==> src/rtl/ipme_pkg.sv <==
// Types, constants and helpers for the interval partition block.
`timescale 1ns / 1ps
package ipme_pkg;

  localparam int unsigned MAX_STAGES = 16;
  localparam int unsigned IDX_W      = (MAX_STAGES > 1) ? $clog2(MAX_STAGES) : 1;
  localparam int unsigned CNT_W      = $clog2(MAX_STAGES + 1);
  localparam int unsigned TIME_W     = 32;
  localparam int unsigned STAGE_W    = 4;
  localparam int unsigned USE_W      = 5;

  typedef enum logic [2:0] {
    ST_IDLE,
    ST_SCAN,
    ST_WAIT,
    ST_DECIDE,
    ST_OUT
  } ipme_state_e;

  // read data strobe toward the minimum tracker
  typedef struct packed {
    logic             vld;
    logic [IDX_W-1:0] idx;
  } ipme_rd_t;

  // write port of the end time store
  typedef struct packed {
    logic              en;
    logic [IDX_W-1:0]  addr;
    logic [TIME_W-1:0] data;
  } ipme_wr_t;

  // stage index reported masked to the field width
  function automatic logic [STAGE_W-1:0] to_stage(input logic [IDX_W-1:0] idx);
    logic [31:0] wide;
    wide = 32'(idx);
    return wide[STAGE_W-1:0];
  endfunction

  // stage count reported masked to the field width
  function automatic logic [USE_W-1:0] to_use(input logic [CNT_W-1:0] cnt);
    logic [31:0] wide;
    wide = 32'(cnt);
    return wide[USE_W-1:0];
  endfunction

endpackage

==> src/rtl/ipme_mem.sv <==
// Per-stage last end time store: one write port, one registered read port.
`timescale 1ns / 1ps
module ipme_mem
  import ipme_pkg::*;
(
  input  logic              clk_i,
  input  ipme_wr_t          wr_i,
  input  logic              rd_en_i,
  input  logic [IDX_W-1:0]  rd_addr_i,
  output logic [TIME_W-1:0] rd_data_o
);

  logic [TIME_W-1:0] mem_q [MAX_STAGES];
  logic [TIME_W-1:0] rd_data_q;

  // write port
  always_ff @(posedge clk_i) begin
    if (wr_i.en) begin
      mem_q[wr_i.addr] <= wr_i.data;
    end
  end

  // registered read
  always_ff @(posedge clk_i) begin
    if (rd_en_i) begin
      rd_data_q <= mem_q[rd_addr_i];
    end
  end

  assign rd_data_o = rd_data_q;

endmodule

==> src/rtl/ipme_min.sv <==
// Shared compare unit: tracks the smallest end time seen during a scan.
`timescale 1ns / 1ps
module ipme_min
  import ipme_pkg::*;
(
  input  logic              clk_i,
  input  ipme_rd_t          rd_i,
  input  logic [TIME_W-1:0] data_i,
  output logic [TIME_W-1:0] best_val_o,
  output logic [IDX_W-1:0]  best_idx_o
);

  logic [TIME_W-1:0] best_val_q;
  logic [IDX_W-1:0]  best_idx_q;
  logic              take;

  // stage 0 seeds the scan; strict less keeps the lowest stage on a tie
  assign take = rd_i.vld && ((rd_i.idx == '0) || (data_i < best_val_q));

  always_ff @(posedge clk_i) begin
    if (take) begin
      best_val_q <= data_i;
      best_idx_q <= rd_i.idx;
    end
  end

  assign best_val_o = best_val_q;
  assign best_idx_o = best_idx_q;

endmodule

==> src/rtl/ipme_ctrl.sv <==
// Sequencer: scans open stages, decides placement, holds the result word.
`timescale 1ns / 1ps
module ipme_ctrl
  import ipme_pkg::*;
(
  input  logic               clk_i,
  input  logic               rst_ni,
  input  logic               in_valid_i,
  output logic               in_ready_o,
  input  logic               first_of_batch_i,
  input  logic [TIME_W-1:0]  start_time_i,
  input  logic [TIME_W-1:0]  end_time_i,
  output logic               out_valid_o,
  input  logic               out_ready_i,
  output logic [STAGE_W-1:0] stage_o,
  output logic               opened_new_o,
  output logic               overflow_o,
  output logic [USE_W-1:0]   stages_in_use_o,
  output logic               rd_en_o,
  output logic [IDX_W-1:0]   rd_addr_o,
  output ipme_rd_t           rd_o,
  output ipme_wr_t           wr_o,
  input  logic [TIME_W-1:0]  best_val_i,
  input  logic [IDX_W-1:0]   best_idx_i
);

  ipme_state_e state_q, state_d;

  logic [CNT_W-1:0]   cnt_q, cnt_d;
  logic [IDX_W-1:0]   scan_q;
  logic               rd_vld_q;
  logic [IDX_W-1:0]   rd_idx_q;
  logic [TIME_W-1:0]  start_q, end_q;
  logic [STAGE_W-1:0] stage_q;
  logic               opened_q, over_q;
  logic [USE_W-1:0]   use_q;

  logic               accept;
  logic               scan_last;
  logic               fits;
  logic               full;
  logic               load_res;
  logic [STAGE_W-1:0] stage_d;
  logic               opened_d, over_d;

  assign accept    = in_valid_i && (state_q == ST_IDLE);
  assign scan_last = ((CNT_W'(scan_q) + CNT_W'(1)) == cnt_q);
  assign fits      = (cnt_q != '0) && (start_q > best_val_i);
  assign full      = (cnt_q == CNT_W'(MAX_STAGES));

  // next state
  always_comb begin
    state_d = state_q;
    case (state_q)
      ST_IDLE: begin
        if (accept) begin
          state_d = (first_of_batch_i || (cnt_q == '0)) ? ST_DECIDE : ST_SCAN;
        end
      end
      ST_SCAN: begin
        if (scan_last) state_d = ST_WAIT;
      end
      ST_WAIT:   state_d = ST_DECIDE;
      ST_DECIDE: state_d = ST_OUT;
      ST_OUT: begin
        if (out_ready_i) state_d = ST_IDLE;
      end
      default:   state_d = ST_IDLE;
    endcase
  end

  // outputs of the sequencer
  always_comb begin
    in_ready_o = 1'b0;
    rd_en_o    = 1'b0;
    wr_o       = '{en: 1'b0, addr: '0, data: end_q};
    cnt_d      = cnt_q;
    load_res   = 1'b0;
    stage_d    = '0;
    opened_d   = 1'b0;
    over_d     = 1'b0;
    case (state_q)
      ST_IDLE: begin
        in_ready_o = 1'b1;
        if (accept && first_of_batch_i) cnt_d = '0;
      end
      ST_SCAN: rd_en_o = 1'b1;
      ST_DECIDE: begin
        load_res = 1'b1;
        if (fits) begin
          wr_o.en   = 1'b1;
          wr_o.addr = best_idx_i;
          stage_d   = to_stage(best_idx_i);
        end else if (!full) begin
          wr_o.en   = 1'b1;
          wr_o.addr = cnt_q[IDX_W-1:0];
          stage_d   = to_stage(cnt_q[IDX_W-1:0]);
          opened_d  = 1'b1;
          cnt_d     = cnt_q + CNT_W'(1);
        end else begin
          over_d = 1'b1;
        end
      end
      default: ;
    endcase
  end

  // control state
  always_ff @(posedge clk_i or negedge rst_ni) begin
    if (!rst_ni) begin
      state_q  <= ST_IDLE;
      cnt_q    <= '0;
      rd_vld_q <= 1'b0;
    end else begin
      state_q  <= state_d;
      cnt_q    <= cnt_d;
      rd_vld_q <= rd_en_o;
    end
  end

  // payload: latched interval, scan index, result word
  always_ff @(posedge clk_i) begin
    if (accept) begin
      start_q <= start_time_i;
      end_q   <= end_time_i;
      scan_q  <= '0;
    end else if (rd_en_o) begin
      scan_q  <= scan_q + IDX_W'(1);
    end
    rd_idx_q <= scan_q;
    if (load_res) begin
      stage_q  <= stage_d;
      opened_q <= opened_d;
      over_q   <= over_d;
      use_q    <= to_use(cnt_d);
    end
  end

  assign rd_addr_o       = scan_q;
  assign rd_o            = '{vld: rd_vld_q, idx: rd_idx_q};
  assign out_valid_o     = (state_q == ST_OUT);
  assign stage_o         = stage_q;
  assign opened_new_o    = opened_q;
  assign overflow_o      = over_q;
  assign stages_in_use_o = use_q;

endmodule

==> src/rtl/interval_partition_min_end.sv <==
// Interval partitioning onto stages with a minimum last-end-time choice.
//
// Input channel (in_valid_i / in_ready_o) takes one word per interval:
// first_of_batch_i, start_time_i, end_time_i, sorted by start then end.
// first_of_batch_i closes all open stages before the interval is placed.
// Output channel (out_valid_o / out_ready_i) gives one word per interval:
// stage_o, opened_new_o, overflow_o, stages_in_use_o.
//
// With N stages open, an accepted word goes through ST_SCAN, which reads the
// N stored end times, then ST_WAIT, ST_DECIDE and ST_OUT, where out_valid_o
// is raised; ST_SCAN and ST_WAIT are skipped when no stage is open or
// first_of_batch_i is set. The scan reads one stored end time per cycle
// through the store's read port into one shared compare unit; the next word
// is taken only after the result word has been delivered.
// Reset clears the open stage count and the sequencer; stored end times are
// not cleared, as only stages opened since the last clear are read.
// While out_ready_i is low the result word is held and in_ready_o stays low.
`timescale 1ns / 1ps
module interval_partition_min_end
  import ipme_pkg::*;
(
  input  logic               clk_i,
  input  logic               rst_ni,
  input  logic               in_valid_i,
  output logic               in_ready_o,
  input  logic               first_of_batch_i,
  input  logic [TIME_W-1:0]  start_time_i,
  input  logic [TIME_W-1:0]  end_time_i,
  output logic               out_valid_o,
  input  logic               out_ready_i,
  output logic [STAGE_W-1:0] stage_o,
  output logic               opened_new_o,
  output logic               overflow_o,
  output logic [USE_W-1:0]   stages_in_use_o
);

  logic              rd_en;
  logic [IDX_W-1:0]  rd_addr;
  logic [TIME_W-1:0] rd_data;
  ipme_rd_t          rd;
  ipme_wr_t          wr;
  logic [TIME_W-1:0] best_val;
  logic [IDX_W-1:0]  best_idx;

  // sequencer
  ipme_ctrl u_ctrl (
    .clk_i            (clk_i),
    .rst_ni           (rst_ni),
    .in_valid_i       (in_valid_i),
    .in_ready_o       (in_ready_o),
    .first_of_batch_i (first_of_batch_i),
    .start_time_i     (start_time_i),
    .end_time_i       (end_time_i),
    .out_valid_o      (out_valid_o),
    .out_ready_i      (out_ready_i),
    .stage_o          (stage_o),
    .opened_new_o     (opened_new_o),
    .overflow_o       (overflow_o),
    .stages_in_use_o  (stages_in_use_o),
    .rd_en_o          (rd_en),
    .rd_addr_o        (rd_addr),
    .rd_o             (rd),
    .wr_o             (wr),
    .best_val_i       (best_val),
    .best_idx_i       (best_idx)
  );

  // end time store
  ipme_mem u_mem (
    .clk_i     (clk_i),
    .wr_i      (wr),
    .rd_en_i   (rd_en),
    .rd_addr_i (rd_addr),
    .rd_data_o (rd_data)
  );

  // shared compare unit
  ipme_min u_min (
    .clk_i      (clk_i),
    .rd_i       (rd),
    .data_i     (rd_data),
    .best_val_o (best_val),
    .best_idx_o (best_idx)
  );

endmodule

==> config.mk <==
export PLATFORM = sky130hd
export DESIGN_NAME = interval_partition_min_end
export DESIGN_NICKNAME = d
export VERILOG_FILES = /design/src/rtl/ipme_pkg.sv /design/src/rtl/ipme_mem.sv /design/src/rtl/ipme_min.sv /design/src/rtl/ipme_ctrl.sv /design/src/rtl/interval_partition_min_end.sv
export SDC_FILE = /design/constraint.sdc
export NUM_CORES = 1
export LEC_CHECK = 0
export ABC_AREA = 0
export BUFFER_PORTS_ARGS = -buffer_cell sky130_fd_sc_hd__buf_2
export CAP_MARGIN = 20
export CORE_UTILIZATION = 37
export CTS_CLUSTER_DIAMETER = 50
export CTS_CLUSTER_SIZE = 10
export DETAILED_ROUTE_END_ITERATION = 7
export SETUP_SLACK_MARGIN = 0.2
export SYNTH_ARGS = -nofsm -noshare
export SYNTH_HDL_FRONTEND = slang
export SYNTH_SLANG_ARGS = --single-unit
==> constraint.sdc <==
create_clock -name clk_i -period 7.6 [get_ports clk_i]
set_clock_uncertainty 0.2 [all_clocks]
set_input_delay 1.14 -clock clk_i [delete_from_list [all_inputs] [get_ports clk_i]]
set_output_delay 1.14 -clock clk_i [all_outputs]
set_load 0.01 [all_outputs]
* Yosys cells after proc, flatten, opt, wreduce, memory -nomap -nowiden
Memories as Yosys holds them, arrays and structs flattened. A register that Yosys moved wholly into a read port is not among the register bits.
Index checks and enable logic that the tools add are counted.
** Word-level totals
- Flip-flop bits (word level) :: 128
- Memory bits (writable) :: 512
- Input port bits :: 69
- Output and inout bits :: 13
- Logic and storage cells :: 62
- Memories kept :: 1
** Cells by class
- $add $sub $neg :: 3
- Magnitude comparators :: 2
- Eq/ne operators :: 9
- Muxes and demuxes :: 21
- Bitwise operators :: 1
- Reduce and logical (&&, ||, !) cells :: 12
** Memory list
- u_mem.mem_q :: words 16, bits a word 32, read ports 1, clocked after Yosys merged registers in 1, write ports 1, line ipme_mem.sv:13 : logic [TIME_W-1:0] mem_q [MAX_STAGES];
** Operators by type and width (number)
- 32-bit > comparator :: 1
- 32-bit < comparator :: 1
- 5-bit 2-to-1 mux :: 6
- 3-bit case mux with 5 select lines :: 1
- 5-bit case mux with 2 select lines :: 1
- 3-bit 2-to-1 mux :: 3
- 4-bit 2-to-1 mux :: 2
- 1-bit 2-to-1 mux :: 7
- 3-bit by 2-bit == test with 1-bit output (second input constant) :: 2
- 2-bit by 1-bit inequality test with 1-bit output (second input constant) :: 3
- 4-bit by 1-bit adder with 5-bit output (second input constant) :: 1
- 5-bit by 1-bit adder with 5-bit output (second input constant) :: 1
- 5-bit == test :: 1
- 5-bit == test (second input constant) :: 1
- 5-bit logical NOT :: 1
- 5-bit nonzero test :: 1
- 4-bit by 1-bit adder with 4-bit output (second input constant) :: 1
- 1-bit logical AND :: 4
- 4-bit logical NOT :: 1
- 3-bit by 1-bit == test with 1-bit output (second input constant) :: 1
- 3-bit == test (second input constant) :: 1
- 3-bit logical NOT :: 1
- 3-bit AND reduction :: 1
- 1-bit logical OR :: 2
- 3 further kinds :: 3

* Longest topological paths before layout
- Word-level depth :: 6
- Depth in mapped cells :: 11
- Gate-level depth less buffers :: 9

* Hierarchy
From an unflattened synthesis, not the netlist that was laid out.
** Second synthesis, totals
- Cell total of the unflattened synthesis :: 1287
- Area total of the unflattened synthesis :: 26077.5 um^2
** By module, submodules not included
- ipme_mem :: times used 1, cells an instance 838, area an instance 20155.6 um^2, sequential area each 16335.7 um^2
- ipme_ctrl :: times used 1, cells an instance 299, area an instance 4038.9 um^2, sequential area each 2637.5 um^2
- ipme_min :: times used 1, cells an instance 150, area an instance 1883.1 um^2, sequential area each 1081.0 um^2

* Worst setup path after synthesis
Ideal clock, no wire load.
- Path kind :: register -> register
- From :: reg u_ctrl.cnt_q[1]
- To :: mem u_mem.mem_q[6][0], enable pin
- Library setup time :: 461 ps
- Arrival time :: 4661 ps
- Data required time :: 6939 ps
- Slack :: 2278 ps
- Cell stages (with the launch flop) :: 11
- Buffers on the path :: 2
- Clock period less this slack :: 5322 ps
- Cells stage by stage :: dfrtp_1 > clkdlybuf4s50_2 > inv_1 > ha_1 > nor4b_1 > a31oi_1 > a21boi_4 > buf_6 > nor4_1 > a32oi_1 > nor3_1
** Between the ends
- Longest elaborated chain between the ends :: 6
- Elaborated cells on any way between the ends :: 8
- Those cells by class :: 1 x eq/ne; 5 x mux; 2 x reduce/logical
** Ends and longest elaborated chain
- from (decl) :: line ipme_ctrl.sv:29 : logic [CNT_W-1:0] cnt_q, cnt_d;
- from (signal assigned) :: line ipme_ctrl.sv:116 : cnt_q <= cnt_d;
- 5-bit == test or 5-bit nonzero test (tied branches) :: line ipme_ctrl.sv:49, ipme_ctrl.sv:48
- 5-bit 2-to-1 mux or 1-bit logical AND (tied branches) :: line ipme_ctrl.sv:94, ipme_ctrl.sv:48
- 5-bit 2-to-1 mux (*) :: line ipme_ctrl.sv:90 : if (fits) begin
- 5-bit 2-to-1 mux (*) :: line ipme_ctrl.sv:82 : case (state_q)
- 1-bit 2-to-1 mux :: line ipme_mem.sv:18 : if (wr_i.en) begin
- 1-bit 2-to-1 mux (not written as such) :: line ipme_mem.sv:19 : mem_q[wr_i.addr] <= wr_i.data;
- to (decl) :: line ipme_mem.sv:13
Mark *: on every way between the ends. The rest lies on a longest branch, timed or not.

* Final worst setup path
- From :: reg u_ctrl.start_q[10]
- To :: mem u_mem.mem_q[4][22], enable pin
** Between the ends
- Longest elaborated chain between the ends :: 6
** Ends and longest elaborated chain
- from (decl) :: line ipme_ctrl.sv:33 : logic [TIME_W-1:0] start_q, end_q;
- from (signal assigned) :: line ipme_ctrl.sv:124 : start_q <= start_time_i;
- 32-bit > comparator (*) :: line ipme_ctrl.sv:48 : assign fits = (cnt_q != '0) && (start_q > best_val_i);
- 1-bit logical AND (*) :: line ipme_ctrl.sv:48
- 5-bit 2-to-1 mux (*) :: line ipme_ctrl.sv:90
- 5-bit 2-to-1 mux (*) :: line ipme_ctrl.sv:82
- 1-bit 2-to-1 mux :: line ipme_mem.sv:18
- 1-bit 2-to-1 mux (not written as such) :: line ipme_mem.sv:19
Marks and branches as above.

==> results.md <==
- Status: finished, final reports clean
- Post-synth top area share: 74.8%
- Via/cell ratio: 5.17
- Initial Util: 37.5%
- Core area: 70100 um^2
- Setup crit start: u_ctrl.start_q[10]
- Number of global-route vias before repair: 12800
- Yosys reg bits: 672
- Cts hold-fix bufs: 0
- Count of flip-flops with a built-in enable after synthesis: 655
- Hold Vio Cnt, Final: 0
- Fillcell total: 6062
- Worst Path Buf+Inv: 1
- Postcts setup bufs: 0
- Crit Path Max Fanout: 24
- Largest net degree at the start of global routing: 53
- Die W: 269 um
- Worst Tran Pin Value: 952 ps
- Critical path cell sequence: ha_1 -> nand4_1 -> nor4_1 -> a21boi_0 -> o31a_2 -> or2_1 -> a31oi_4 -> nor3_2 -> buf_4
- Fmax: 198 MHz
- WL per Instance: 23.8 um
- Yosys warns: 0
- Grt total ovfl: 0
- TritonCTS Sinks: 672
- Critical Path Sink Type: flip-flop
- Share of cells above drive strength 1: 29.6%
- All-Layer GR Usage: 15.8%
- # Max-Cap Violations: 0
- Length in cells of the worst reg-to-reg path: 9
- Final GP Congestion: 0.870
- Worst setup path endpoint: u_mem.mem_q[4][22]
- Static leakage: 0.00996 uW
- Nets@finish: 1486
- Drc violations: 0
- Critical path arrival: 5110 ps
- Die height: 269 um
- Critical Path Stages: 9
- Power Dens Cells: 376 nW/um^2
- Clk buf depth: 3
- Delay-heaviest family, CP: simple AND/OR/NAND/NOR gates
- Ys async rst share: 1.34%
- Clock transition at path regs: 50 ps
- Setup TNS: 0 ps
- ANT cells: 0
- First-pass GRT wire length: 82700 um
- CTS buffer count: 84
- Post-synth top area cell: edfxtp_1
- Fraction of the yosys area taken by sequential cells: 76.3%
- Clock Tree Root: clkbuf_16
- # port buffers: 81
- TritonCTS clock tree: built
- Netlist cell types: 65
- Standard-cell rows: 97
- Fin crit share: 66.4%
- Post-DP HPWL: 31300 um
- Final core occ: 43.3%
- Commonest non-fill, non-tap cell in the layout: edfxtp_1
- Final period demand of the worst path: 5050 ps
- Avg Cell Area, Syn: 21.8 um^2
- Top post-synthesis cells by area: edfxtp_1 75%, mux4_2 14%, ha_1 3.2%
- Worst R2R Start: u_ctrl.start_q[10]
- I/O pins: 82
- R2R setup slack: 2550 ps
- Post-synthesis cell area: 26300 um^2
- Syn Nets: 1343
- Die area: 72100 um^2
- Cells after synthesis: 1207
- Clk Latency, worst-skew pair: 630 ps
- RSZ-0062 raised after global routing: false
- Worst Setup Start Kind: flip-flop
- Final setup viols: 0
- Synth-to-layout area growth: 15.6%
- Worst IR drop on VDD: 0.000236 V
- Via count: 12000
- Slew Limit Fails: 0
- Commonest non-fill, non-tap cells in the layout: 655 x edfxtp_1, 160 x mux4_2, 84 x clkbuf_16
- Antenna violations before repair: 3
- Slowest cell on crit path: nor3_2
- H-tree level count: 3
- Post-DRT Antenna Nets: 0
- Crit path required time: 7660 ps
- Commonest register cell after synthesis: edfxtp_1
- Min-Delay Path Class: input pin to asynchronous set/reset pin
- DRT iter0 DRCs: 943
- TritonRoute pass-1 iters: 7
- CP peak stage delay: 790 ps
- WS Path Type: flip-flop to flip-flop
- Reg-to-Reg End: u_mem.mem_q[4][22]
- Relative max-transition margin: 36.5%
- Routed WL: 55400 um
- PostCTS Resize Cnt: 0
[per-stage QoR]
step                total power [uW]  hold WS (ps)  area [um^2]  instances  setup WS, ps
global placement                7990           189        27900       2203          2670
global route                   12000           153        30400       2328          2200
CTS                            11600           126        30400       2327          2340
finish                         11400           159        30400       2328          2550
detailed placement              8040           194        27900       2203          2410
floorplan                       7140           129        26300       1207          2280
[where the power goes]
part	total, uW	switching, uW	internal [uW]
combinational	2740	1510	1240
sequential	5180	386	4790
clock	3520	1450	2070
total	11400	3350	8100
[how the worst min path moves through the flow]
stage / start / endpoint / slack, ps
4_1_cts: rst_ni / u_ctrl.cnt_q[2] / 130
2_1_floorplan: u_ctrl.rd_addr_o[3] / u_ctrl.rd_idx_q[3] / 130
5_1_grt: rst_ni / u_ctrl.cnt_q[2] / 150
3_3_place_gp: u_ctrl.rd_addr_o[3] / u_ctrl.rd_idx_q[3] / 190
3_5_place_dp: u_ctrl.rd_addr_o[3] / u_ctrl.rd_idx_q[3] / 190
6_report: rst_ni / u_ctrl.cnt_q[3] / 160
[registers in the layout, indices dropped and copies added, names as in the netlist]
name	flops
u_mem.rd_data_o	32
u_ctrl.opened_new_o	1
u_ctrl.start_q	32
u_ctrl.end_q	32
u_ctrl.rd_vld_q	1
u_ctrl.state_q	3
u_ctrl.overflow_o	1
u_ctrl.stages_in_use_o	5
u_mem.mem_q	512
u_ctrl.cnt_q	5
u_ctrl.rd_addr_o	4
u_ctrl.rd_idx_q	4
u_min.best_idx_o	4
u_min.best_val_o	32
u_ctrl.stage_o	4
[logic make-up after synthesis]
logic type / count (synthesis) / synth area share, %
flops: 672 / 76.3
mux: 163 / 13.8
simple gates: 113 / 2.23
buf+inv: 95 / 1.71
compound gates: 90 / 2.54
fa+ha+maj: 67 / 3.19
xor+xnor: 7 / 0.233
[layer usage]
| metal | GRT usage [%] | up-vias | share of wire, % |
|---|---|---|---|
| li1 | - | 5319 | - |
| met1 | 21.6 | 6316 | 45 |
| met2 | 25.7 | 317 | 49 |
| met3 | 2.64 | 86 | 4.5 |
| met4 | 5.05 | 0 | 2.0 |
| met5 | 0 | - | 0 |
[layout make-up]
cell class	count	area [um^2]	area share, %
clock buffers	100	2180	7.18
clock inverters	24	234	0.770
inverters	45	169	0.556
multi-input cells	440	5930	19.5
flip-flops and latches	672	20100	66.0
well taps	940	1180	3.87
repair buffers	107	633	2.08
[Yosys cell counts (all sizes together), types with 5 or more instances]
| cell type | number |
|---|---|
| nor4 | 5 |
| ha | 67 |
| nand4 | 13 |
| o21ai | 15 |
| buf | 20 |
| dfxtp | 8 |
| nand3 | 8 |
| nand2 | 21 |
| nor2 | 22 |
| dfrtp | 9 |
| inv | 45 |
| a21oi | 28 |
| mux4 | 160 |
| clkbuf | 29 |
| a21o | 14 |
| edfxtp | 655 |
| a31oi | 5 |
| nor3 | 24 |
No activity file was read; power rests on OpenSTA's default activity.
